--- src/rtl/spid_pkg.sv ---
// ----------------------------------------------------------------------------
// spid_pkg: shared types and constants of the saturating PID controller
// Widths, limits, register indexes and the multiply/divide unit handshake.
// ----------------------------------------------------------------------------
package spid_pkg;

  localparam int DATA_W    = 16;          // reference, measurement, drive
  localparam int GAIN_W    = 15;          // gain registers
  localparam int CFG_IDX_W = 2;           // config register index
  localparam int ERR_W     = DATA_W + 1;  // difference of two samples
  localparam int LI_W      = 30;          // integral limit, also divide quotient
  localparam int ACC_W     = LI_W + GAIN_W;
  localparam int TERM_W    = 31;          // magnitude of one PID term
  localparam int TOT_W     = TERM_W + 3;  // signed sum of three terms
  localparam int CAND_W    = 33;          // error_sum + error
  localparam int ES_W      = 32;          // error_sum
  localparam int CNT_W     = 5;           // iteration counter of the unit
  localparam int DIV_SHIFT = 7;           // divide by 128
  localparam int Q_W       = TOT_W - DIV_SHIFT;

  localparam logic [TERM_W-1:0] MAX32      = 31'h7FFF_FFFF;
  localparam logic [TERM_W-1:0] HALF_MAX32 = 31'h3FFF_FFFF;
  // floor(MAX32 / 2): dividend of the integral limit division
  localparam logic [LI_W-1:0]   LI_RESET   = 30'h3FFF_FFFF;
  localparam logic [DATA_W-1:0] MAX16      = 16'h7FFF;
  localparam logic [DIV_SHIFT-1:0] RND_BIAS = '1;

  localparam logic [CFG_IDX_W-1:0] REG_PGAIN = 2'd0;
  localparam logic [CFG_IDX_W-1:0] REG_IGAIN = 2'd1;
  localparam logic [CFG_IDX_W-1:0] REG_DGAIN = 2'd2;

  typedef enum logic {
    MDU_MUL = 1'b0,
    MDU_DIV = 1'b1
  } mdu_op_t;

  typedef struct packed {
    logic    start;
    mdu_op_t op;
  } mdu_req_t;

  typedef struct packed {
    logic busy;
    logic done;
  } mdu_sts_t;

endpackage

--- src/rtl/spid_in_if.sv ---
// ----------------------------------------------------------------------------
// spid_in_if: input item channel
// Reference and measured position with a valid/ready handshake.
// ----------------------------------------------------------------------------
interface spid_in_if;
  logic                                valid;
  logic                                ready;
  logic signed [spid_pkg::DATA_W-1:0]  reference;
  logic signed [spid_pkg::DATA_W-1:0]  measurement;

  modport source (output valid, output reference, output measurement, input ready);
  modport sink   (input valid, input reference, input measurement, output ready);
endinterface

--- src/rtl/spid_out_if.sv ---
// ----------------------------------------------------------------------------
// spid_out_if: result item channel
// Drive value with a valid/ready handshake.
// ----------------------------------------------------------------------------
interface spid_out_if;
  logic                                valid;
  logic                                ready;
  logic signed [spid_pkg::DATA_W-1:0]  drive;

  modport source (output valid, output drive, input ready);
  modport sink   (input valid, input drive, output ready);
endinterface

--- src/rtl/spid_cfg_if.sv ---
// ----------------------------------------------------------------------------
// spid_cfg_if: configuration write channel
// Register index and write data with a valid/ready handshake.
// ----------------------------------------------------------------------------
interface spid_cfg_if;
  logic                                valid;
  logic                                ready;
  logic [spid_pkg::CFG_IDX_W-1:0]      index;
  logic [spid_pkg::GAIN_W-1:0]         wdata;

  modport source (output valid, output index, output wdata, input ready);
  modport sink   (input valid, input index, input wdata, output ready);
endinterface

--- src/rtl/spid_mdu.sv ---
// ----------------------------------------------------------------------------
// spid_mdu: iterative multiply / divide unit
// One adder, one bit per cycle: shift-add multiply of a 30-bit magnitude by a
// 15-bit gain, or restoring division of floor(MAX32/2) by a 16-bit divisor.
// ----------------------------------------------------------------------------
module spid_mdu (
  input  logic                          clk,
  input  logic                          rst_n,
  input  spid_pkg::mdu_req_t            req,
  input  logic [spid_pkg::LI_W-1:0]     opa,   // multiplicand or divisor
  input  logic [spid_pkg::GAIN_W-1:0]   opb,   // multiplier
  output spid_pkg::mdu_sts_t            sts,
  output logic [spid_pkg::ACC_W-1:0]    prod,
  output logic [spid_pkg::LI_W-1:0]     quo
);

  logic                          busy_r;
  spid_pkg::mdu_op_t             op_r;
  logic [spid_pkg::CNT_W-1:0]    cnt_r;
  logic [spid_pkg::ACC_W-1:0]    acc_r;
  logic [spid_pkg::LI_W-1:0]     opa_r;
  logic [spid_pkg::LI_W-1:0]     sh_r;

  logic                          is_div;
  logic                          step;
  logic [spid_pkg::ACC_W-1:0]    add_a;
  logic [spid_pkg::ACC_W-1:0]    addend;
  logic [spid_pkg::ACC_W-1:0]    add_b;
  logic [spid_pkg::ACC_W:0]      add_sum;
  logic                          div_ok;

  assign is_div  = (op_r == spid_pkg::MDU_DIV);
  assign step    = busy_r && (cnt_r != '0);
  // division shifts in a one each step: the dividend is all ones
  assign add_a   = {acc_r[spid_pkg::ACC_W-2:0], is_div};
  assign addend  = spid_pkg::ACC_W'(opa_r);
  assign add_b   = is_div ? ~addend :
                   (sh_r[spid_pkg::GAIN_W-1] ? addend : '0);
  assign add_sum = {1'b0, add_a} + {1'b0, add_b} + (spid_pkg::ACC_W+1)'(is_div);
  assign div_ok  = add_sum[spid_pkg::ACC_W];  // no borrow: remainder >= divisor

  always_ff @(posedge clk) begin
    if (!rst_n) begin
      busy_r <= 1'b0;
      cnt_r  <= '0;
      op_r   <= spid_pkg::MDU_MUL;
    end else if (req.start) begin
      busy_r <= 1'b1;
      op_r   <= req.op;
      cnt_r  <= (req.op == spid_pkg::MDU_DIV) ? spid_pkg::CNT_W'(spid_pkg::LI_W)
                                              : spid_pkg::CNT_W'(spid_pkg::GAIN_W);
    end else if (step) begin
      cnt_r <= cnt_r - 1'b1;
    end else begin
      busy_r <= 1'b0;
    end
  end

  always_ff @(posedge clk) begin
    if (req.start) begin
      acc_r <= '0;
      opa_r <= opa;
      sh_r  <= (req.op == spid_pkg::MDU_DIV) ? '0 : spid_pkg::LI_W'(opb);
    end else if (step) begin
      if (is_div) begin
        acc_r <= div_ok ? add_sum[spid_pkg::ACC_W-1:0] : add_a;
        sh_r  <= {sh_r[spid_pkg::LI_W-2:0], div_ok};
      end else begin
        acc_r <= add_sum[spid_pkg::ACC_W-1:0];
        sh_r  <= {sh_r[spid_pkg::LI_W-2:0], 1'b0};
      end
    end
  end

  assign sts.busy = busy_r;
  assign sts.done = busy_r && (cnt_r == '0);
  assign prod     = acc_r;
  assign quo      = sh_r;

endmodule

--- src/rtl/saturating_pid_controller_core.sv ---
// ----------------------------------------------------------------------------
// saturating_pid_controller_core: PID position controller with anti-windup
// Proportional, clamped integral and derivative terms summed at full width,
// divided by 128 toward zero and clamped to +/-32767.
// ----------------------------------------------------------------------------
//
//  channel  dir  handshake            payload
//  -------  ---  -------------------  ----------------------------------------
//  cfg_ch   in   valid/ready          index[1:0], wdata[14:0] (P, I, D gain)
//  in_ch    in   valid/ready          reference[15:0], measurement[15:0]
//  out_ch   out  valid/ready          drive[15:0]
//
//  - The result is valid once the P, I and D multiplies, of 15 steps each in
//    the shared unit, are done; the I multiply is skipped when the integral
//    sum clamps. The next item is taken only after the result is written.
//  - A write of the integral gain makes the unit divide floor(MAX32/2) by
//    (I+1) for the integral limit, one bit a cycle.
//  - in_ch and cfg_ch are ready only while the sequencer is idle; a config
//    write wins over an item offered in the same cycle.
//  - The result sits in an output register; the next item is accepted while
//    it waits, and only the final write stalls on a full output register.
//  - Synchronous active-low reset clears gains, error sum, last measurement,
//    and sets the integral limit to its value for a zero gain.
// ----------------------------------------------------------------------------
module saturating_pid_controller_core (
  input  logic        clk,
  input  logic        rst_n,
  spid_cfg_if.sink    cfg_ch,
  spid_in_if.sink     in_ch,
  spid_out_if.source  out_ch
);

  typedef enum logic [6:0] {
    ST_IDLE  = 7'b0000001,
    ST_LIMIT = 7'b0000010,  // integral limit division
    ST_PMUL  = 7'b0000100,  // P * |error|
    ST_ICHK  = 7'b0001000,  // integral clamp decision
    ST_IMUL  = 7'b0010000,  // I * |error_sum|
    ST_DMUL  = 7'b0100000,  // D * |prev - meas|
    ST_OUT   = 7'b1000000
  } state_t;

  localparam int DW = spid_pkg::DATA_W;

  // sign-applied term at sum width
  function automatic logic signed [spid_pkg::TOT_W-1:0] sterm(
    input logic [spid_pkg::TERM_W-1:0] mag,
    input logic                        neg
  );
    logic signed [spid_pkg::TOT_W-1:0] ext;
    ext = $signed(spid_pkg::TOT_W'(mag));
    return neg ? -ext : ext;
  endfunction

  // control state
  state_t                               state_r, state_nxt;
  logic [spid_pkg::GAIN_W-1:0]          p_gain_r, p_gain_nxt;
  logic [spid_pkg::GAIN_W-1:0]          i_gain_r, i_gain_nxt;
  logic [spid_pkg::GAIN_W-1:0]          d_gain_r, d_gain_nxt;
  logic [spid_pkg::LI_W-1:0]            li_r, li_nxt;
  logic signed [spid_pkg::ES_W-1:0]     error_sum_r, error_sum_nxt;
  logic signed [DW-1:0]                 prev_r, prev_nxt;
  logic                                 out_valid_r, out_valid_nxt;

  // per-item payload
  logic signed [spid_pkg::ERR_W-1:0]    err_r, err_nxt;
  logic [spid_pkg::ERR_W-1:0]           err_mag_r, err_mag_nxt;
  logic                                 dm_neg_r, dm_neg_nxt;
  logic [spid_pkg::ERR_W-1:0]           dm_mag_r, dm_mag_nxt;
  logic signed [spid_pkg::CAND_W-1:0]   cand_r, cand_nxt;
  logic signed [spid_pkg::TOT_W-1:0]    tot_r, tot_nxt;
  logic signed [DW-1:0]                 out_drive_r, out_drive_nxt;

  // shared unit
  spid_pkg::mdu_req_t                   mdu_req;
  spid_pkg::mdu_sts_t                   mdu_sts;
  logic [spid_pkg::LI_W-1:0]            mdu_opa;
  logic [spid_pkg::GAIN_W-1:0]          mdu_opb;
  logic [spid_pkg::ACC_W-1:0]           mdu_prod;
  logic [spid_pkg::LI_W-1:0]            mdu_quo;

  // datapath
  logic                                 cfg_acc, in_acc, out_load;
  logic signed [spid_pkg::ERR_W-1:0]    err_in, dm_in;
  logic [spid_pkg::ACC_W:0]             p_chk;
  logic                                 p_sat;
  logic [spid_pkg::TERM_W-1:0]          p_mag;
  logic signed [spid_pkg::CAND_W-1:0]   li_s, cand_abs;
  logic                                 cand_hi, cand_lo;
  logic [spid_pkg::TERM_W-1:0]          prod_lo;
  logic signed [spid_pkg::TOT_W-1:0]    biased;
  logic signed [spid_pkg::Q_W-1:0]      quot;
  logic signed [spid_pkg::Q_W-1:0]      q_max;

  spid_mdu u_mdu (
    .clk   (clk),
    .rst_n (rst_n),
    .req   (mdu_req),
    .opa   (mdu_opa),
    .opb   (mdu_opb),
    .sts   (mdu_sts),
    .prod  (mdu_prod),
    .quo   (mdu_quo)
  );

  // handshakes
  assign cfg_ch.ready = (state_r == ST_IDLE);
  assign in_ch.ready  = (state_r == ST_IDLE) && !cfg_ch.valid;
  assign cfg_acc      = cfg_ch.valid && cfg_ch.ready;
  assign in_acc       = in_ch.valid && in_ch.ready;
  assign out_load     = (state_r == ST_OUT) && (!out_valid_r || out_ch.ready);
  assign out_ch.valid = out_valid_r;
  assign out_ch.drive = out_drive_r;

  // error and measurement change of the incoming item
  assign err_in = spid_pkg::ERR_W'(in_ch.reference) - spid_pkg::ERR_W'(in_ch.measurement);
  assign dm_in  = spid_pkg::ERR_W'(prev_r) - spid_pkg::ERR_W'(in_ch.measurement);

  // P saturates when P*|e| + |e| = (P+1)*|e| exceeds MAX32
  assign p_chk   = {1'b0, mdu_prod} + (spid_pkg::ACC_W+1)'(err_mag_r);
  assign p_sat   = p_chk > (spid_pkg::ACC_W+1)'(spid_pkg::MAX32);
  assign prod_lo = mdu_prod[spid_pkg::TERM_W-1:0];
  assign p_mag   = p_sat ? spid_pkg::MAX32 : prod_lo;

  // integral window
  assign li_s     = $signed(spid_pkg::CAND_W'(li_r));
  assign cand_hi  = cand_r > li_s;
  assign cand_lo  = cand_r < -li_s;
  assign cand_abs = cand_r[spid_pkg::CAND_W-1] ? -cand_r : cand_r;

  // divide by 128 toward zero, then clamp
  assign biased = tot_r + (tot_r[spid_pkg::TOT_W-1] ?
                           $signed(spid_pkg::TOT_W'(spid_pkg::RND_BIAS)) : '0);
  assign quot   = $signed(biased[spid_pkg::TOT_W-1:spid_pkg::DIV_SHIFT]);
  assign q_max  = $signed(spid_pkg::Q_W'(spid_pkg::MAX16));

  always_comb begin
    state_nxt     = state_r;
    p_gain_nxt    = p_gain_r;
    i_gain_nxt    = i_gain_r;
    d_gain_nxt    = d_gain_r;
    li_nxt        = li_r;
    error_sum_nxt = error_sum_r;
    prev_nxt      = prev_r;
    out_valid_nxt = out_valid_r;
    err_nxt       = err_r;
    err_mag_nxt   = err_mag_r;
    dm_neg_nxt    = dm_neg_r;
    dm_mag_nxt    = dm_mag_r;
    cand_nxt      = cand_r;
    tot_nxt       = tot_r;
    out_drive_nxt = out_drive_r;
    mdu_req       = '{start: 1'b0, op: spid_pkg::MDU_MUL};
    mdu_opa       = '0;
    mdu_opb       = '0;

    if (out_valid_r && out_ch.ready) begin
      out_valid_nxt = 1'b0;
    end

    unique case (state_r)
      ST_IDLE: begin
        if (cfg_acc) begin
          unique case (cfg_ch.index)
            spid_pkg::REG_PGAIN: p_gain_nxt = cfg_ch.wdata;
            spid_pkg::REG_IGAIN: begin
              i_gain_nxt = cfg_ch.wdata;
              // new limit: floor(MAX32/2) / (I+1)
              mdu_req    = '{start: 1'b1, op: spid_pkg::MDU_DIV};
              mdu_opa    = spid_pkg::LI_W'(cfg_ch.wdata) + 1'b1;
              state_nxt  = ST_LIMIT;
            end
            spid_pkg::REG_DGAIN: d_gain_nxt = cfg_ch.wdata;
            default: ;  // no register there
          endcase
        end else if (in_acc) begin
          err_nxt     = err_in;
          err_mag_nxt = err_in[spid_pkg::ERR_W-1] ? spid_pkg::ERR_W'(-err_in)
                                                  : spid_pkg::ERR_W'(err_in);
          dm_neg_nxt  = dm_in[spid_pkg::ERR_W-1];
          dm_mag_nxt  = dm_in[spid_pkg::ERR_W-1] ? spid_pkg::ERR_W'(-dm_in)
                                                 : spid_pkg::ERR_W'(dm_in);
          prev_nxt    = in_ch.measurement;
          mdu_req     = '{start: 1'b1, op: spid_pkg::MDU_MUL};
          mdu_opa     = spid_pkg::LI_W'(err_mag_nxt);
          mdu_opb     = p_gain_r;
          state_nxt   = ST_PMUL;
        end
      end

      ST_LIMIT: begin
        if (mdu_sts.done) begin
          li_nxt    = mdu_quo;
          state_nxt = ST_IDLE;
        end
      end

      ST_PMUL: begin
        if (mdu_sts.done) begin
          tot_nxt   = sterm(p_mag, err_r[spid_pkg::ERR_W-1]);
          cand_nxt  = spid_pkg::CAND_W'(error_sum_r) + spid_pkg::CAND_W'(err_r);
          state_nxt = ST_ICHK;
        end
      end

      ST_ICHK: begin
        priority if (cand_hi) begin
          error_sum_nxt = $signed(spid_pkg::ES_W'(li_r));
          tot_nxt       = tot_r + sterm(spid_pkg::HALF_MAX32, 1'b0);
          mdu_req       = '{start: 1'b1, op: spid_pkg::MDU_MUL};
          mdu_opa       = spid_pkg::LI_W'(dm_mag_r);
          mdu_opb       = d_gain_r;
          state_nxt     = ST_DMUL;
        end else if (cand_lo) begin
          error_sum_nxt = -$signed(spid_pkg::ES_W'(li_r));
          tot_nxt       = tot_r + sterm(spid_pkg::HALF_MAX32, 1'b1);
          mdu_req       = '{start: 1'b1, op: spid_pkg::MDU_MUL};
          mdu_opa       = spid_pkg::LI_W'(dm_mag_r);
          mdu_opb       = d_gain_r;
          state_nxt     = ST_DMUL;
        end else begin
          // inside the window: |cand| <= limit < 2^30
          error_sum_nxt = cand_r[spid_pkg::ES_W-1:0];
          mdu_req       = '{start: 1'b1, op: spid_pkg::MDU_MUL};
          mdu_opa       = cand_abs[spid_pkg::LI_W-1:0];
          mdu_opb       = i_gain_r;
          state_nxt     = ST_IMUL;
        end
      end

      ST_IMUL: begin
        if (mdu_sts.done) begin
          // I*|cand| < 2^30 inside the window
          tot_nxt   = tot_r + sterm(prod_lo, cand_r[spid_pkg::CAND_W-1]);
          mdu_req   = '{start: 1'b1, op: spid_pkg::MDU_MUL};
          mdu_opa   = spid_pkg::LI_W'(dm_mag_r);
          mdu_opb   = d_gain_r;
          state_nxt = ST_DMUL;
        end
      end

      ST_DMUL: begin
        if (mdu_sts.done) begin
          tot_nxt   = tot_r + sterm(prod_lo, dm_neg_r);
          state_nxt = ST_OUT;
        end
      end

      ST_OUT: begin
        if (out_load) begin
          priority if (quot > q_max) begin
            out_drive_nxt = $signed(spid_pkg::MAX16);
          end else if (quot < -q_max) begin
            out_drive_nxt = -$signed(spid_pkg::MAX16);
          end else begin
            out_drive_nxt = quot[DW-1:0];
          end
          out_valid_nxt = 1'b1;
          state_nxt     = ST_IDLE;
        end
      end

      default: state_nxt = ST_IDLE;
    endcase
  end

  always_ff @(posedge clk) begin
    if (!rst_n) begin
      state_r     <= ST_IDLE;
      p_gain_r    <= '0;
      i_gain_r    <= '0;
      d_gain_r    <= '0;
      li_r        <= spid_pkg::LI_RESET;
      error_sum_r <= '0;
      prev_r      <= '0;
      out_valid_r <= 1'b0;
    end else begin
      state_r     <= state_nxt;
      p_gain_r    <= p_gain_nxt;
      i_gain_r    <= i_gain_nxt;
      d_gain_r    <= d_gain_nxt;
      li_r        <= li_nxt;
      error_sum_r <= error_sum_nxt;
      prev_r      <= prev_nxt;
      out_valid_r <= out_valid_nxt;
    end
  end

  always_ff @(posedge clk) begin
    err_r       <= err_nxt;
    err_mag_r   <= err_mag_nxt;
    dm_neg_r    <= dm_neg_nxt;
    dm_mag_r    <= dm_mag_nxt;
    cand_r      <= cand_nxt;
    tot_r       <= tot_nxt;
    out_drive_r <= out_drive_nxt;
  end

  // -------------------------------------------------------------------------
  // assertions
  // -------------------------------------------------------------------------
  a_ready_unit_free: assert property (@(posedge clk) disable iff (!rst_n)
    (in_ch.ready || cfg_ch.ready) |-> !mdu_sts.busy)
    else $error("port ready while the shared unit is still busy");

  a_done_in_wait: assert property (@(posedge clk) disable iff (!rst_n)
    mdu_sts.done |-> (state_r == ST_LIMIT || state_r == ST_PMUL ||
                      state_r == ST_IMUL || state_r == ST_DMUL))
    else $error("unit finished outside a wait state");

  a_sum_in_window: assert property (@(posedge clk) disable iff (!rst_n)
    (state_r == ST_ICHK) |=>
      (error_sum_r <= $signed(spid_pkg::ES_W'(li_r)) &&
       error_sum_r >= -$signed(spid_pkg::ES_W'(li_r))))
    else $error("error sum left the integral window");

  a_out_written: assert property (@(posedge clk) disable iff (!rst_n)
    out_load |=> (out_valid_r && state_r == ST_IDLE))
    else $error("result not placed in the output register");

  a_drive_sym: assert property (@(posedge clk) disable iff (!rst_n)
    out_valid_r |-> (out_drive_r != -$signed(spid_pkg::MAX16) - 16'sd1))
    else $error("drive outside the symmetric range");

endmodule

--- src/flat_wrapper.sv ---
// flat-port wrapper written by rule: the top's interface ports become plain ports
module saturating_pid_controller_core_flat 
  (clk, rst_n, cfg_ch_valid, cfg_ch_index, cfg_ch_wdata, cfg_ch_ready, in_ch_valid, in_ch_reference, in_ch_measurement, in_ch_ready, out_ch_valid, out_ch_drive, out_ch_ready);
  spid_cfg_if cfg_ch_i ();
  spid_in_if in_ch_i ();
  spid_out_if out_ch_i ();
  input  logic clk;
  input  logic rst_n;
  input wire logic [$bits(cfg_ch_i.valid)-1:0] cfg_ch_valid;
  input wire logic [$bits(cfg_ch_i.index)-1:0] cfg_ch_index;
  input wire logic [$bits(cfg_ch_i.wdata)-1:0] cfg_ch_wdata;
  output wire logic [$bits(cfg_ch_i.ready)-1:0] cfg_ch_ready;
  input wire logic [$bits(in_ch_i.valid)-1:0] in_ch_valid;
  input wire logic [$bits(in_ch_i.reference)-1:0] in_ch_reference;
  input wire logic [$bits(in_ch_i.measurement)-1:0] in_ch_measurement;
  output wire logic [$bits(in_ch_i.ready)-1:0] in_ch_ready;
  output wire logic [$bits(out_ch_i.valid)-1:0] out_ch_valid;
  output wire logic [$bits(out_ch_i.drive)-1:0] out_ch_drive;
  input wire logic [$bits(out_ch_i.ready)-1:0] out_ch_ready;
  assign cfg_ch_i.valid = cfg_ch_valid;
  assign cfg_ch_i.index = cfg_ch_index;
  assign cfg_ch_i.wdata = cfg_ch_wdata;
  assign cfg_ch_ready = cfg_ch_i.ready;
  assign in_ch_i.valid = in_ch_valid;
  assign in_ch_i.reference = in_ch_reference;
  assign in_ch_i.measurement = in_ch_measurement;
  assign in_ch_ready = in_ch_i.ready;
  assign out_ch_valid = out_ch_i.valid;
  assign out_ch_drive = out_ch_i.drive;
  assign out_ch_i.ready = out_ch_ready;
  saturating_pid_controller_core u_core (.clk(clk), .rst_n(rst_n), .cfg_ch(cfg_ch_i), .in_ch(in_ch_i), .out_ch(out_ch_i));
endmodule
--- config.mk ---
export PLATFORM = sky130hd
export DESIGN_NAME = saturating_pid_controller_core_flat
export DESIGN_NICKNAME = d
export VERILOG_FILES = /design/src/rtl/spid_pkg.sv /design/src/rtl/spid_in_if.sv /design/src/rtl/spid_out_if.sv /design/src/rtl/spid_cfg_if.sv /design/src/rtl/spid_mdu.sv /design/src/rtl/saturating_pid_controller_core.sv /design/src/flat_wrapper.sv
export SDC_FILE = /design/constraint.sdc
export NUM_CORES = 1
export LEC_CHECK = 0
export BUFFER_PORTS_ARGS = -buffer_cell sky130_fd_sc_hd__buf_2
export CAP_MARGIN = 20
export CORE_ASPECT_RATIO = 1.2
export CORE_UTILIZATION = 69
export CTS_BUF_LIST = sky130_fd_sc_hd__clkbuf_16
export DETAILED_ROUTE_END_ITERATION = 16
export PLACE_DENSITY = 0.87
export REMOVE_ABC_BUFFERS = 1
export SETUP_SLACK_MARGIN = 0.4
export SLEW_MARGIN = 0
export SYNTH_ARGS = -nofsm -noshare
export SYNTH_HDL_FRONTEND = slang
export SYNTH_HIERARCHICAL = 1
export SYNTH_SLANG_ARGS = --single-unit
--- constraint.sdc ---
create_clock -name clk -period 10.95 [get_ports clk]
set_clock_uncertainty 0.05 [all_clocks]
set_input_delay 3.285 -clock clk [delete_from_list [all_inputs] [get_ports clk]]
set_output_delay 3.285 -clock clk [all_outputs]
set_load 0.1 [all_outputs]
==> flow_metrics.env, run 1 <==
export IMPL_clk_latency_ps=590
export IMPL_cts_clk_slew_worst_paths_ps=60
export IMPL_cts_sinks=377
export IMPL_drive_gt1_share_pct=7.316
export IMPL_finalPower_mw=4.897
export IMPL_power_switching_share_pct=36.51
export IMPL_rsz0062_at_grt="false"
export IMPL_cpLargestDelayFamily="buffers and inverters"
export IMPL_clkPwrFrac_pct=30.5
export IMPL_ant_nets=0
export IMPL_first_iter_violations=2913
export IMPL_startpoint_type="primary input"
export IMPL_clock_root_buffer="clkbuf_16"
export IMPL_syn_area_per_cell_um2=8.431
export IMPL_criticalPathCategory="in -> out"
export IMPL_viasPerCell=6.721
export IMPL_wl_mm=86.13
export IMPL_cts_resized=0
export IMPL_final_nets=3692
export IMPL_fillers=3029
export IMPL_num_vias=26691
export IMPL_cp_slowest_cell="buf_2"
export IMPL_worstRegToRegCells=21
export IMPL_p_switching_mw=1.788
export IMPL_power_frac_comb_pct=31.2
export IMPL_areaGrowthSynthToFinish_pct=7.519
export IMPL_hold_depth=2
export IMPL_firstDrtPassIters=9
export IMPL_placedCellCount=3889
export IMPL_p_int_mw=3.109
export IMPL_tightestPinTransition_ps=1144
export IMPL_synth_warnings=6
export IMPL_globalRouteOverflowTotal=0
export IMPL_setup_viol=0
export IMPL_outcome="finished clean"
export IMPL_io_pins=73
export IMPL_hp_class="reg -> reg"
export IMPL_hold_buffers=0
export IMPL_hold_slack_ps=415.3
export IMPL_cp_required_ps=7620
export IMPL_grt_pass1_vias=25363
export IMPL_cts_tree="done"
export IMPL_worstPathCellList="buf_2, nor2b_1, buf_2"
export IMPL_grt_max_degree=79
export IMPL_critPathBufInv=2
export IMPL_port_buffers=72
export IMPL_layoutNonFillerInstCount=3971
export IMPL_rows=81
export IMPL_grt_usage_pct=39.70
export IMPL_irDropWorstVdd_uv=121.0
export IMPL_power_density_mw_per_mm2=158.6
export IMPL_die_h_um=225.5
export IMPL_fin_tns_setup_ps=0
export IMPL_clock_path_buffers=3
export IMPL_period_needed_ps=7308
export IMPL_syn_inst=3407
export IMPL_max_freq_ghz=0.1368
export IMPL_place_gp_congestion=0.9450
export IMPL_cts_buffers=42
export IMPL_fin_crit_sh_pct=66.74
export IMPL_dieArea_mm2=0.04245
export IMPL_power_leakage_nw=12.45
export IMPL_postCtsSetupBuffers=0
export IMPL_start_util_pct=70.15
export IMPL_die_w_um=188.3
export IMPL_synth_area_mm2=0.02872
export IMPL_routedWlPerCell_um=21.69
export IMPL_antenna_found_initial=0
export IMPL_critPathMaxStageDelay_ps=440
export IMPL_grt_first_pass_wirelength_mm=134.1
export IMPL_crit_cells=3
export IMPL_htreeDepth=2
export IMPL_core_mm2=0.04094
export IMPL_cp_end_kind="primary output"
export IMPL_hpwl_mm=62.35
export IMPL_maxCapViolations=0
export IMPL_finalHoldViolCount=0
export IMPL_seqPwrFrac_pct=38.3
export IMPL_drc=0
export IMPL_path_max_fanout=4
export IMPL_drv_slew=0
export IMPL_slew_headroom_pct=23.60
export IMPL_cp_common_cell="buf_2"
export IMPL_worstPathArrival_ps=3970
## worst min-delay path: stages (launching register included)
cell and delay (ps):
dfxtp_1 310, nand2_1 50, a21boi_0 60
## cells in the final DEF (no fill, tap or decap), drive strengths merged, types with 36 or more instances in the layout
cell and n:
nand2 366, nor2 263, a21oi 262, o21ai 236, ha 235, edfxtp 194
inv 186, dfxtp 183, xnor2 169, buf 109, nor2b 96, nor3 91
xor2 87, a211oi 72, nand3 68, a21o 66, a21boi 63, o211ai 53
clkbuf 46, o21a 36
## through the flow
step	worst slack, ps	cell area, um2	util (%)
after global routing	3604	30880	75.42
after detailed placement	3450	29400	71.81
after floorplan	-143.0	28050	-
after CTS	3638	30850	75.34
after global placement	3631	29390	71.77
final	3642	30880	75.43
## final timing paths
check	start	to	slack (ps)
hold reg to reg	u_core/d_gain_r[13]	u_core/d_gain_r[13]	420
setup / recovery	cfg_ch_valid	in_ch_ready	3640
hold / removal	u_core/d_gain_r[13]	u_core/d_gain_r[13]	420
setup reg to reg	u_core/li_r[6]	u_core/u_mdu/quo[4]	4190
## per-layer routing
layer  share of wire [%]  wire [um]  global-route usage [%]
met1                  38      32390                   46.77
met2                  48      41570                   68.88
met3                 8.0       6877                   5.388
met4                 6.1       5295                   23.63
met5                   0          0                       0
## power groups by stage
| stage | Sequential, mW | Combinational (mW) | Clock (mW) |
|---|---|---|---|
| finish | 1.87 | 1.53 | 1.50 |
| global placement | 1.89 | 1.40 | 0 |
| CTS | 1.86 | 1.46 | 1.51 |
| floorplan | 1.81 | 1.09 | 0 |
| detailed placement | 1.89 | 1.45 | 0 |
| global route | 1.89 | 1.66 | 1.56 |
## sequential cells by signal, indices dropped and copies added (netlist names), 17 cells and up
register	cells
u_core/u_mdu/opa_r	30
u_core/err_mag_r	17
u_core/u_mdu/prod	45
u_core/u_mdu/quo	30
u_core/error_sum_r	32
u_core/dm_mag_r	17
u_core/tot_r	34
u_core/cand_r	33
u_core/li_r	30
## final cells by class
cell class,count,area [um2],share of cell area [%]
flip-flops and latches,377,9489,30.73
inverters,174,654.4,2.119
multi-input cells,2692,17950,58.12
clock inverters,33,321.6,1.041
clock buffers,45,1126,3.646
well taps,539,674.4,2.184
repair buffers,110,665.6,2.155
diodes,1,2.502,0.008103
Power figures use the tool's default switching activity.
==> run 2: changes to the inputs <==
--- a/config.mk
+++ b/config.mk
@@ -8,10 +8,10 @@
 export BUFFER_PORTS_ARGS = -buffer_cell sky130_fd_sc_hd__buf_2
 export CAP_MARGIN = 20
 export CORE_ASPECT_RATIO = 1.2
-export CORE_UTILIZATION = 69
+export CORE_UTILIZATION = 64
 export CTS_BUF_LIST = sky130_fd_sc_hd__clkbuf_16
 export DETAILED_ROUTE_END_ITERATION = 16
-export PLACE_DENSITY = 0.87
+export PLACE_DENSITY = 0.81
 export REMOVE_ABC_BUFFERS = 1
 export SETUP_SLACK_MARGIN = 0.4
 export SLEW_MARGIN = 0
==> constraint.sdc (replaced) <==
create_clock -name clk -period 7.66 [get_ports clk]
set_clock_uncertainty 0.05 [all_clocks]
set_input_delay 2.298 -clock clk [delete_from_list [all_inputs] [get_ports clk]]
set_output_delay 2.298 -clock clk [all_outputs]
set_load 0.1 [all_outputs]
==> run 2 against run 1 <==
  * Sequential power rose by 43%
  * Clock power rose by 38%
  * Largest power group unchanged
  * Worst setup slack got worse by 2800 ps
  * Via count fell by 2.7%
  * Count of clock-buffer cells in the layout fell by 3
  * Wire length fell by 3.5%
  * Critical endpoint is now u_core/u_mdu/quo[0]
  * Global-route usage fell by 3.7 points
==> flow_metrics.env, run 2 (synthesis gave the netlist of run 1 again) <==
export IMPL_fin_crit_sh_pct=88.46
export IMPL_mostFrequentLayoutCell="nand2_1"
export IMPL_start_util_pct=65.23
export IMPL_r2r_slack_ps=880
export IMPL_place_gp_congestion=0.9829
export IMPL_first_iter_violations=2298
export IMPL_grt_usage_pct=35.99
export IMPL_grt_max_degree=112
export IMPL_crit_start="u_core/li_r[6]"
export IMPL_finalPower_mw=6.906
export IMPL_dr_wl_met2_mm=40.25
export IMPL_firstDrtPassIters=9
export IMPL_routedWlPerCell_um=20.83
export IMPL_die_h_um=234.1
export IMPL_hp_class="reg -> reg"
export IMPL_fillers=3410
export IMPL_clock_path_buffers=3
export IMPL_cp_end_kind="flip-flop"
export IMPL_cp_required_ps=7920
export IMPL_htreeDepth=2
export IMPL_placedCellCount=3910
export IMPL_cts_resized=0
export IMPL_io_pins=73
export IMPL_clk_latency_ps=600
export IMPL_critPathMaxStageDelay_ps=630
export IMPL_top_layer="met4"
export IMPL_setup_viol=0
export IMPL_most_common_layout_cells="nand2_1, a21oi_1, nor2_1"
export IMPL_cp_endpoint="u_core/u_mdu/quo[0]"
export IMPL_cts_tree="done"
export IMPL_dpl_worst_slack_ps=1087
export IMPL_cp_common_cell="or4_1"
export IMPL_cts_clk_slew_worst_paths_ps=60
export IMPL_drc=0
export IMPL_layoutNonFillerInstCount=3991
export IMPL_cp_slowest_cell="nor2_1"
export IMPL_worstPathCellList="or4_4, or3_1, nor3_4, nand2_2, or4_1, or4_1, nor3_1, ha_1, nand4_1, or2_2, o2111ai_1, a21o_1, o22ai_1, nor2_1, and2_0, o21bai_2, buf_4, a222oi_1, inv_1, nand2_1, o21ai_0"
export IMPL_tightestPinTransition_ps=1128
export IMPL_antenna_found_initial=0
export IMPL_finalHoldViolCount=0
export IMPL_ant_nets=0
export IMPL_fin_tns_setup_ps=0
export IMPL_worstRegToRegCells=21
export IMPL_hold_buffers=0
export IMPL_drive_gt1_share_pct=7.255
export IMPL_cts_sinks=377
export IMPL_irDropWorstVdd_uv=191.5
export IMPL_r2r_start="u_core/li_r[6]"
export IMPL_die_w_um=195.4
export IMPL_path_max_fanout=32
export IMPL_rows=84
export IMPL_power_density_mw_per_mm2=223.8
export IMPL_outcome="finished clean"
export IMPL_rsz0062_at_grt="false"
export IMPL_cts_buffers=42
export IMPL_startpoint_type="flip-flop"
export IMPL_grt_pass1_vias=25013
export IMPL_power_leakage_nw=12.41
export IMPL_drv_slew=0
export IMPL_core_mm2=0.04404
export IMPL_hold_depth=2
export IMPL_num_vias=25977
export IMPL_period_needed_ps=6776
export IMPL_hpwl_mm=61.43
export IMPL_diodes=0
export IMPL_postCtsSetupBuffers=0
export IMPL_wl_met3_mm=5.559
export IMPL_viasPerCell=6.509
export IMPL_r2r_end="u_core/u_mdu/quo[0]"
export IMPL_criticalPathCategory="reg -> reg"
export IMPL_port_buffers=72
export IMPL_areaGrowthSynthToFinish_pct=7.410
export IMPL_max_freq_ghz=0.1476
export IMPL_final_nets=3693
export IMPL_grt_first_pass_wirelength_mm=130.8
export IMPL_clock_root_buffer="clkbuf_16"
export IMPL_wl_mm=83.13
export IMPL_globalRouteOverflowTotal=0
export IMPL_slew_headroom_pct=24.62
export IMPL_setup_slack_ps=884.0
export IMPL_maxCapViolations=0
export IMPL_largest_reg_flops=45
export IMPL_worstPathArrival_ps=7040
export IMPL_final_util_pct=70.06
export IMPL_dieArea_mm2=0.04573
export IMPL_m1WireLength_mm=32.56
run 2: changes by cell type in the layout (fill, tap and decap cells not counted), moves of 3 or more:
cell / delta
clkinv_1: +8
inv_1: -5
buf_4: +3
clkbuf_16: -3
clkinv_2: +3
run 2: worst min-delay path by stage:
| stage | from | end | slack, ps |
|---|---|---|---|
| 6_report | u_core/prev_r[4] | u_core/prev_r[4] | 420 |
| 3_3_place_gp | u_core/i_gain_r[5] | u_core/i_gain_r[5] | 400 |
| 5_1_grt | u_core/i_gain_r[0] | u_core/i_gain_r[0] | 440 |
| 2_1_floorplan | u_core/i_gain_r[0] | u_core/i_gain_r[0] | 390 |
| 4_1_cts | u_core/d_gain_r[9] | u_core/d_gain_r[9] | 420 |
| 3_5_place_dp | u_core/d_gain_r[9] | u_core/d_gain_r[9] | 410 |
run 2: critical path: cells and delay by family, from the launching register on:
kind                     cells  cell delay, ps
AND/OR/NAND/NOR             12            4400
buffers and inverters        2             380
flip-flops                   1             370
adder cells (fa/ha/maj)      1             220
AO/OA/AOI/OAI                6            1040
run 2: per-layer routing:
metal | up-vias | global-route usage, %
met4 | 0 | 21.14
li1 | 12435 | -
met1 | 12186 | 42.07
met5 | - | 0
met3 | 258 | 4.818
met2 | 1098 | 63.33
run 2: report_power, final:
group,switching [mW],total [mW],internal [mW]
Clock,0.885,2.07,1.18
Sequential,0.306,2.68,2.38
Combinational,1.34,2.16,0.822
run 2: final cells by class:
| type | count | area (um2) | area share, % |
|---|---|---|---|
| clock inverter | 36 | 349.1 | 1.131 |
| inverter | 174 | 654.4 | 2.121 |
| tap | 559 | 699.4 | 2.267 |
| sequential | 377 | 9489 | 30.76 |
| clock buffer | 42 | 1051 | 3.407 |
| timing repair buffer | 111 | 659.4 | 2.137 |
| multi-input combinational | 2692 | 17950 | 58.18 |
run 2: metrics by stage:
| stage | hold slack [ps] | area [um2] |
|---|---|---|
| detailed placement | 413.5 | 29430 |
| global route | 439.8 | 30850 |
| CTS | 422.1 | 30830 |
| floorplan | 393.0 | 28050 |
| global placement | 402.1 | 29430 |
| finish | 424.0 | 30850 |
